==> config.mk <==
export PLATFORM = sky130hd
export DESIGN_NAME = integer_divide_modulo
export DESIGN_NICKNAME = d
export VERILOG_FILES = /design/src/rtl/idm_pkg.sv /design/src/rtl/idm_cell.sv /design/src/rtl/integer_divide_modulo.sv
export SDC_FILE = /design/constraint.sdc
export NUM_CORES = 1
export LEC_CHECK = 0
export BUFFER_PORTS_ARGS = -buffer_cell sky130_fd_sc_hd__clkbuf_2
export CAP_MARGIN = 20
export CELL_PAD_IN_SITES_DETAIL_PLACEMENT = 0
export CELL_PAD_IN_SITES_GLOBAL_PLACEMENT = 1
export CORE_ASPECT_RATIO = 1.4
export CORE_UTILIZATION = 35
export CTS_BUF_LIST = sky130_fd_sc_hd__clkbuf_8
export DETAILED_ROUTE_END_ITERATION = 7
export GPL_ROUTABILITY_DRIVEN = 1
export PLACE_DENSITY = 0.72
export SLEW_MARGIN = 10
export SYNTH_ARGS = -nofsm -noshare
export SYNTH_HDL_FRONTEND = slang
export SYNTH_SLANG_ARGS = --single-unit
==> constraint.sdc <==
create_clock -name clock -period 12.64 [get_ports clock]
set_input_delay 1.264 -clock clock [delete_from_list [all_inputs] [get_ports clock]]
set_output_delay 1.264 -clock clock [all_outputs]
set_load 0.01 [all_outputs]
==> src/rtl/idm_pkg.sv <==
// Package for the integer divide/modulo block: widths, opcodes, beat types,
// controller states and the control group that drives the divider cells.
// No dependencies.
package idm_pkg;

   localparam int DATA_WIDTH = 32;
   localparam int CNT_W      = (DATA_WIDTH > 1) ? $clog2(DATA_WIDTH) : 1;

   // sign bit and largest positive value at this width
   localparam logic [DATA_WIDTH-1:0] SIGN_MASK = {1'b1, {(DATA_WIDTH-1){1'b0}}};
   localparam logic [DATA_WIDTH-1:0] MAX_POS   = ~SIGN_MASK;

   typedef enum logic {
      OP_UNSIGNED = 1'b0,
      OP_SIGNED   = 1'b1
   } opcode_type;

   typedef struct packed {
      opcode_type            opcode;
      logic [DATA_WIDTH-1:0] dividend;
      logic [DATA_WIDTH-1:0] divisor;
   } req_type;

   typedef struct packed {
      logic [DATA_WIDTH-1:0] quotient;
      logic [DATA_WIDTH-1:0] remainder;
      logic                  divide_by_zero;
   } rsp_type;

   typedef enum logic [1:0] {
      ST_IDLE,
      ST_RUN,
      ST_FIX
   } state_type;

   // control shared by every cell of the divider row
   typedef struct packed {
      logic load;     // capture operand bits
      logic step;     // perform one shift/subtract iteration
      logic success;  // trial subtract did not borrow: keep difference
   } cell_ctrl_type;

endpackage

==> src/rtl/idm_cell.sv <==
// One bit slice of the restoring divider: holds a remainder, quotient and
// divisor bit and ripples the trial-subtract borrow to its upper neighbor.
// Depends on idm_pkg.
module idm_cell (
   input  logic                   clock,
   input  idm_pkg::cell_ctrl_type ctrl,
   input  logic                   ld_quo,     // operand bit on load
   input  logic                   ld_div,     // divisor bit on load
   input  logic                   rem_in,     // shifted remainder bit from below
   input  logic                   quo_in,     // shifted quotient bit from below
   input  logic                   borrow_in,
   output logic                   rem_out,
   output logic                   quo_out,
   output logic                   borrow_out
);

   logic rem_ff, rem_in_nxt;
   logic quo_ff, quo_in_nxt;
   logic div_ff, div_in;
   logic diff;

   // trial subtract of the divisor bit from the shifted remainder bit
   assign diff       = rem_in ^ div_ff ^ borrow_in;
   assign borrow_out = (~rem_in & div_ff) | (~(rem_in ^ div_ff) & borrow_in);

   always_comb begin
      rem_in_nxt = rem_ff;
      quo_in_nxt = quo_ff;
      div_in     = div_ff;
      if (ctrl.load) begin
         rem_in_nxt = 1'b0;
         quo_in_nxt = ld_quo;
         div_in     = ld_div;
      end else if (ctrl.step) begin
         rem_in_nxt = ctrl.success ? diff : rem_in;
         quo_in_nxt = quo_in;
      end
   end

   always_ff @(posedge clock) begin
      rem_ff <= rem_in_nxt;
      quo_ff <= quo_in_nxt;
      div_ff <= div_in;
   end

   assign rem_out = rem_ff;
   assign quo_out = quo_ff;

endmodule

==> src/rtl/integer_divide_modulo.sv <==
// Integer divide/modulo, unsigned or signed truncating, one item at a time.
// Each item runs through the row of bit cells in ST_RUN, one quotient bit per cycle,
// then through a sign fix-up in ST_FIX, which writes the registered result.
// A new beat is taken only in idle, also while the last result still waits.
// Reset (synchronous, active high) returns to idle and drops rsp_valid.
module integer_divide_modulo (
   input  logic             clock,
   input  logic             reset,
   input  logic             req_valid,
   output logic             req_ready,
   input  idm_pkg::req_type req_data,
   output logic             rsp_valid,
   input  logic             rsp_ready,
   output idm_pkg::rsp_type rsp_data
);

   localparam int W = idm_pkg::DATA_WIDTH;

   idm_pkg::state_type state_ff, state_in;
   logic [idm_pkg::CNT_W-1:0] cnt_ff, cnt_in;
   logic                      rsp_valid_ff, rsp_valid_in;
   idm_pkg::rsp_type          rsp_data_ff, rsp_data_in;
   logic                      neg_q_ff, neg_q_in;
   logic                      neg_r_ff, neg_r_in;
   logic                      dz_ff, dz_in;

   idm_pkg::cell_ctrl_type    ctrl;
   logic                      req_fire;
   logic                      in_signed, in_neg_a, in_neg_b, in_dz;
   logic [W-1:0]              mag_a, mag_b;
   logic [W-1:0]              rem_vec, quo_vec;
   logic [W:0]                borrow;
   logic [W-1:0]              q_fix, r_fix;

   assign req_fire = req_valid && req_ready;

   // operand magnitudes; a zero divisor loads the raw dividend with no signs
   always_comb begin
      in_dz     = (req_data.divisor == '0);
      in_signed = (req_data.opcode == idm_pkg::OP_SIGNED) && !in_dz;
      in_neg_a  = in_signed && ((req_data.dividend & idm_pkg::SIGN_MASK) != '0);
      in_neg_b  = in_signed && ((req_data.divisor & idm_pkg::SIGN_MASK) != '0);
      mag_a     = in_neg_a ? (~req_data.dividend + W'(1)) : req_data.dividend;
      mag_b     = in_neg_b ? (~req_data.divisor + W'(1)) : req_data.divisor;
   end

   // row of bit cells; bit 0 takes the quotient MSB as its shifted remainder bit
   assign borrow[0]    = 1'b0;
   assign ctrl.load    = req_fire;
   assign ctrl.step    = (state_ff == idm_pkg::ST_RUN);
   assign ctrl.success = rem_vec[W-1] | ~borrow[W];

   for (genvar i = 0; i < W; i++) begin : g_cell
      logic rem_shift, quo_shift;
      if (i == 0) begin : g_lsb
         assign rem_shift = quo_vec[W-1];
         assign quo_shift = ctrl.success;
      end else begin : g_mid
         assign rem_shift = rem_vec[i-1];
         assign quo_shift = quo_vec[i-1];
      end
      idm_cell u_cell (
         .clock      (clock),
         .ctrl       (ctrl),
         .ld_quo     (mag_a[i]),
         .ld_div     (mag_b[i]),
         .rem_in     (rem_shift),
         .quo_in     (quo_shift),
         .borrow_in  (borrow[i]),
         .rem_out    (rem_vec[i]),
         .quo_out    (quo_vec[i]),
         .borrow_out (borrow[i+1])
      );
   end

   // sign fix-up of the raw magnitudes
   assign q_fix = neg_q_ff ? (~quo_vec + W'(1)) : quo_vec;
   assign r_fix = neg_r_ff ? (~rem_vec + W'(1)) : rem_vec;

   // sequencer: next state, counter, result register
   always_comb begin
      state_in     = state_ff;
      cnt_in       = cnt_ff;
      rsp_valid_in = rsp_valid_ff;
      rsp_data_in  = rsp_data_ff;
      neg_q_in     = neg_q_ff;
      neg_r_in     = neg_r_ff;
      dz_in        = dz_ff;
      req_ready    = 1'b0;

      if (rsp_valid_ff && rsp_ready) begin
         rsp_valid_in = 1'b0;
      end

      case (state_ff)
         idm_pkg::ST_IDLE: begin
            req_ready = 1'b1;
            if (req_valid) begin
               state_in = idm_pkg::ST_RUN;
               cnt_in   = '0;
               neg_q_in = in_neg_a ^ in_neg_b;
               neg_r_in = in_neg_a;
               dz_in    = in_dz;
            end
         end
         idm_pkg::ST_RUN: begin
            cnt_in = cnt_ff + idm_pkg::CNT_W'(1);
            if (cnt_ff == idm_pkg::CNT_W'(W - 1)) begin
               state_in = idm_pkg::ST_FIX;
            end
         end
         idm_pkg::ST_FIX: begin
            // wait for the output slot to be free
            if (!rsp_valid_ff || rsp_ready) begin
               rsp_valid_in                = 1'b1;
               rsp_data_in.quotient        = dz_ff ? '0 : q_fix;
               rsp_data_in.remainder       = r_fix;
               rsp_data_in.divide_by_zero  = dz_ff;
               state_in                    = idm_pkg::ST_IDLE;
            end
         end
         default: begin
            state_in = idm_pkg::ST_IDLE;
         end
      endcase
   end

   always_ff @(posedge clock) begin
      if (reset) begin
         state_ff     <= idm_pkg::ST_IDLE;
         cnt_ff       <= '0;
         rsp_valid_ff <= 1'b0;
      end else begin
         state_ff     <= state_in;
         cnt_ff       <= cnt_in;
         rsp_valid_ff <= rsp_valid_in;
      end
   end

   always_ff @(posedge clock) begin
      rsp_data_ff <= rsp_data_in;
      neg_q_ff    <= neg_q_in;
      neg_r_ff    <= neg_r_in;
      dz_ff       <= dz_in;
   end

   assign rsp_valid = rsp_valid_ff;
   assign rsp_data  = rsp_data_ff;

endmodule

Yosys cells after proc, flatten, opt, wreduce, memory -nomap -nowiden --
Cells that the tools add are included. W data, S select, Z words.
Storage, ports and cells: bits in registers 172, input port bits 69, logic and storage cells 469
Operators by class: $add $sub $neg 5, equality and inequality tests 6, mux-type cells 110, bitwise logic cells 227, reductions and logical operators 16
Operators by type and width (count):
- $add A32 B1 Y32 const B | 4
- $mux W32 | 4
- $not A32 Y32 | 4
- $mux W1 | 100
- $not A1 Y1 | 64
- $xor A1 B1 Y1 | 64
- $and A1 B1 Y1 | 63
- $logic_not A32 Y1 | 1
- $or A1 B1 Y1 | 32
- $pmux W5 S2 | 1
- $mux W2 | 3
- $pmux W2 S3 | 1
- $reduce_and A2 Y1 | 3
- $add A5 B1 Y5 const B | 1
- $eq A5 B5 Y1 const B | 1
- $logic_and A1 B1 Y1 | 5
- $mux W5 | 1
- $ne A2 B2 Y1 const B | 2
- $reduce_bool A2 Y1 | 2
- $reduce_and A3 Y1 | 1
- $eq A2 B1 Y1 const B | 1
- $eq A2 B2 Y1 const B | 1
- $logic_not A1 Y1 | 2
- $logic_not A2 Y1 | 1
- other kinds (2) | 2

Longest topological paths before layout --
depth in word-level cells 68, gate-level depth with buffers 41, mapped depth without buffers 39

Cells and area by module --
Synthesis repeated with hierarchy kept, for this count alone.
Unflattened totals: cells, all modules 959, area, all modules 10347.4 µm²
Modules (own cells, without submodules):
- integer_divide_modulo | instances 1, cells an instance 575, area each 5382.7 µm², sequential area each 2202.1 µm²
- idm_cell | instances 32, cells an instance 12, area each 155.1 µm², sequential area each 80.1 µm²

Worst setup path before layout --
OpenSTA, ideal clock, no wires.
kind register to register, from reg g_cell[31].u_cell.quo_ff, to reg g_cell[23].u_cell.rem_ff, data arrival time 12.894 ns, path slack -0.385 ns, cell stages (with the launch flop) 41, cells stage by stage edfxtp_1 inv_1 ha_1 inv_1 fa_1 inv_1 fa_1 fa_1 fa_1 fa_1 fa_1 fa_1 fa_1 fa_1 fa_1 fa_1 fa_1 fa_1 [5 not listed] fa_1 fa_1 fa_1 fa_1 fa_1 fa_1 fa_1 fa_1 fa_1 fa_1 fa_1 fa_1 fa_1 nor2b_1 clkbuf_1 clkbuf_1 a21oi_1 o21ai_0
On the way: longest elaborated chain between the ends 67, elaborated cells on any way between the ends 68, classes of those cells mux: 1; bitwise: 67
RTL lines:
- start: declaration | line idm_cell.sv:18 | logic quo_ff, quo_in_nxt;
- start signal: assignment | line idm_cell.sv:42 | quo_ff <= quo_in_nxt;
- $not A1 Y1 (*) | line idm_cell.sv:24 | assign borrow_out = (~rem_in & div_ff) | (~(rem_in ^ div_ff) & borrow_in);
- $and A1 B1 Y1 (*) (2 in series) | line idm_cell.sv:24
- $or A1 B1 Y1 (*) | line idm_cell.sv:24
- $and A1 B1 Y1 (*) | line idm_cell.sv:24
- $or A1 B1 Y1 (*) | line idm_cell.sv:24
- $and A1 B1 Y1 (*) | line idm_cell.sv:24
- $or A1 B1 Y1 (*) | line idm_cell.sv:24
- $and A1 B1 Y1 (*) | line idm_cell.sv:24
- [50 not listed]
- $or A1 B1 Y1 | line idm_cell.sv:24
- $and A1 B1 Y1 | line idm_cell.sv:24
- $or A1 B1 Y1 | line idm_cell.sv:24
- $and A1 B1 Y1 | line idm_cell.sv:24
- $or A1 B1 Y1 | line idm_cell.sv:24
- $not A1 Y1 | line integer_divide_modulo.sv:51 | assign ctrl.success = rem_vec[W-1] | ~borrow[W];
- $or A1 B1 Y1 | line integer_divide_modulo.sv:51
- $mux W1 (*) | line idm_cell.sv:35 | rem_in_nxt = ctrl.success ? diff : rem_in;
- end signal: assignment | line idm_cell.sv:41 | rem_ff <= rem_in_nxt;
- end: declaration | line idm_cell.sv:17 | logic rem_ff, rem_in_nxt;
Every way passes the cells marked *; elsewhere a longest branch is shown, timed or not. A chain may end at the register's enable or synchronous reset.

Worst setup path in the final report --
from reg g_cell[31].u_cell.quo_ff, to reg g_cell[1].u_cell.rem_ff
On the way: longest elaborated chain between the ends 67, elaborated cells on any way between the ends 68, classes of those cells mux: 1; bitwise: 67
RTL lines (line):
- $not A1 Y1 (*) | idm_cell.sv:24
- $and A1 B1 Y1 (*) | idm_cell.sv:24
- $and A1 B1 Y1 | idm_cell.sv:24
- $or A1 B1 Y1 | idm_cell.sv:24
- $and A1 B1 Y1 | idm_cell.sv:24
- $or A1 B1 Y1 | idm_cell.sv:24
- $and A1 B1 Y1 | idm_cell.sv:24
- $or A1 B1 Y1 | idm_cell.sv:24
- [51 not listed]
- $or A1 B1 Y1 | idm_cell.sv:24
- $and A1 B1 Y1 | idm_cell.sv:24
- $or A1 B1 Y1 | idm_cell.sv:24
- $and A1 B1 Y1 | idm_cell.sv:24
- $or A1 B1 Y1 | idm_cell.sv:24
- $not A1 Y1 | integer_divide_modulo.sv:51
- $or A1 B1 Y1 | integer_divide_modulo.sv:51
- $mux W1 (*) | idm_cell.sv:35
- end signal: assignment | idm_cell.sv:41
- end: declaration | idm_cell.sv:17
Marked as above.

==> reports/qor.txt <==
Result of the run: complete, no violations
Pin count of the biggest net entering global routing: 85
Worst-Skew Late Latency: 0.49 ns
Post-synth net total: 1101
Combined flip-flop and latch cell area: 4760 µm²
Sum of overflow across all layers after global routing: 0
Floorplan row count: 73
CTS H-Tree Depth: 4
Clock slew seen by the registers of the worst setup and hold paths: 0.09 ns
Initial cell density of the core: 35.4%
Remaining DRCs: 0
Total of hold buffers inserted after clock tree synthesis: 0
Crit path max fanout: 19
Unique masters post-synth: 47
Number of setup buffers added after CTS: 0
Register bit total from synthesis: 172
Violation count after the first detailed-routing iteration: 410
Number of enable-type register cells in the synthesized netlist: 132
Clock skew after layout: 0.0152 ns
Width of the die: 145 µm
Time the worst path needs with I/O delays and setup: 12.19 ns
Worst supply voltage drop on vdd: 85.9 µV
Top-Level Pins: 136
Number of buffers created by CTS: 17
Final Slew Violations: 0
Via Count: 7816
Number of buffers and inverters on the critical path: 4
Kind of critical path: flop to flop
Final worst-path setup slack: 0.448 ns
Warnings, synthesis: 0
Nature of the critical path endpoint: flop
Min-delay worst type: flop to flop
Multi-input gate area in the final layout: 4890 µm²
Floorplan die area: 29400 µm²
Standard cell area after detailed placement: 11100 µm²
Final RePlAce weighted congestion: 0.817
Setup_tns: 0 ns
Number of nets in the layout: 1206
Register area share after synthesis: 47.5%
Core footprint: 28300 µm²
Slew at the pin closest to its max-slew limit: 1.07 ns
Setup repair after global routing missed its margin: no
Worst slew margin relative to its limit: 29.0%
Chip height: 202 µm
Finished layout cell area: 11600 µm²
Static Leak: 4.15 nW
Top flip-flop cell by instance count after synthesis: edfxtp_1
Global-route wire length before repair: 39.9 mm
CTS tree: yes
Area delta synth->final: 15.2%
Post-DRT Antenna Nets: 0
CP max stage cell: fa_1
Number of buffer cells added on primary ports: 135
Gate family responsible for the most delay along the worst path: adder cells
Mapped Avg Cell Area: 10.1 µm²
Mapped cell area: 10000 µm²
Fmax: 0.0820 GHz
Startpoint type of the worst setup path: flop
Cell occurring most often along the worst timing path: fa_2
Detailed-route vias per instance: 5.25
Worst slack, placed: -0.391 ns
Clock Tree Buf Depth: 2
Post-route non-filler standard cell count: 1489
Reported max-cap violation count: 0
Aggregate routed wire length: 25.5 mm
DR pass1 iterations: 5
Average wire per standard cell: 17.2 µm
Share of post-route cells with drive strength above 1: 21.2%
Instance count after placement with tap cells included: 1454
CTS root buffer: clkbuf_8
Sinks on the clock net: 172
Share of the clock period used by the worst path after layout: 96.5%
Antenna violations before repair: 4
Power density relative to cell area: 182 nW/µm²
Via count of the first global-routing pass: 7373
Share of synthesized registers carrying an async set or reset: 0%
Critical path data required time: 12.99 ns
Placed wire-length estimate after detailed placement: 18.4 mm
Total routing usage reported by global routing: 17.7%
Final hold violations: 0
CP peak stage delay: 0.39 ns
Count of mapped cells out of synthesis: 994
Final-report setup violation count: 0
Fill cell count: 2816
Signal arrival time at the worst endpoint: 12.54 ns
-- cell usage in the layout, fill, tap and decap left out, drive strengths merged, types with 4 or more instances in the layout --
master | synthesis | routed
and2 | 18 | 18
nor3 | 17 | 17
nor4 | 27 | 27
nor2 | 106 | 106
or4 | 21 | 21
xnor2 | 52 | 52
a211o | 5 | 5
o31ai | 29 | 29
mux2 | 4 | 4
buf | 12 | 21
edfxtp | 132 | 132
nand3 | 54 | 54
clkbuf | 58 | 153
a211oi | 4 | 4
inv | 45 | 52
o21ai | 65 | 65
or2 | 9 | 9
clkinv | 0 | 4
fa | 31 | 31
a22oi | 5 | 5
xor2 | 38 | 38
nand2b | 10 | 10
a31oi | 13 | 13
mux2i | 19 | 19
dfxtp | 40 | 40
o41ai | 25 | 25
nand2 | 54 | 54
a21oi | 41 | 41
nor2b | 5 | 5
or3 | 22 | 22
ha | 7 | 7
-- metal layers --
layer	track usage, %	part of all wire (%)	vias up
li1	-	-	3821
met5	0	0.051	-
met4	8.16	3.1	2
met2	32.7	53	197
met1	19.0	38	3759
met3	3.95	5.1	37
-- kinds of logic after synthesis --
kind of cell               after synthesis  synth area share, %
AOI/OAI and AO/OA                      198                 12.7
xor gates and xnor gates                90                 7.86
adders and majority gates               38                 7.06
buffers and inverters                  115                 4.61
DFF                                    172                 47.5
muxes                                   23                 2.34
and+or+nand+nor                        358                 18.0
-- sequential cells by signal, indices dropped and copies added, names as in the netlist --
signal and count:
rsp_valid 1, rsp_data 65, g_cell.u_cell.rem_out 32, dz_ff 1
neg_q_ff 1, cnt_ff 5, state_ff 2, g_cell.u_cell.quo_out 32
neg_r_ff 1, g_cell.u_cell.div_ff 32
-- per-stage QoR --
stage                     hold WS, ns  util (%)  power [mW]
after floorplan                 0.452         -        1.46
after global placement          0.458      39.2        1.71
after detailed placement        0.474      39.2        1.72
after CTS                       0.488      40.7        2.12
after global routing            0.504      40.8        2.26
final                           0.486      40.8        2.10
-- power by group --
part | internal (mW) | switching (mW) | total [mW]
clock network | 0.166 | 0.224 | 0.390
logic | 0.378 | 0.499 | 0.877
registers | 0.734 | 0.0981 | 0.832
-- cell type report --
class	count	area share, %
inverters	45	1.46
flip-flops and latches	172	41.2
well taps	375	4.06
repair buffers	156	7.60
clock inverters	14	1.20
diodes	2	0.0433
multi-input cells	707	42.3
clock buffers	18	2.14
-- worst reg2reg max path: cells and delay by family (launching register included) --
kind | cells | cell delay [ns]
adders and majority gates | 32 | 10.96
DFF | 1 | 0.35
buffers and inverters | 4 | 0.34
and+or+nand+nor | 1 | 0.18
muxes | 1 | 0.14
AOI/OAI and AO/OA | 1 | 0.08
-- Yosys cell counts, drive strengths merged (29+ instances only) --
library cell    n  area (µm²)
xor2           38         333
clkbuf         58         218
nor2          106         398
xnor2          52         455
dfxtp          40         801
fa             31         621
o21ai          65         325
nand2          54         203
a21oi          41         205
edfxtp        132        3960
inv            45         169
o31ai          29         218
nand3          54         270
-- what timing repair did --
item / 4_1_cts / 5_1_grt
setup endpoints to repair: 33 / 33
cloned: 0 / 0
resized for setup: 9 / 12
-- worst paths after layout --
path,startpoint,end,slack [ns],cells after the start
worst min register to register,cnt_ff[4],cnt_ff[4],0.49,2
worst min-delay path,cnt_ff[4],cnt_ff[4],0.49,2
worst max register to register,g_cell[31].u_cell.quo_out,g_cell[1].u_cell.rem_out,0.45,39
worst max-delay path,g_cell[31].u_cell.quo_out,g_cell[1].u_cell.rem_out,0.45,39
Note: power is estimated with default switching activity, not from simulation.
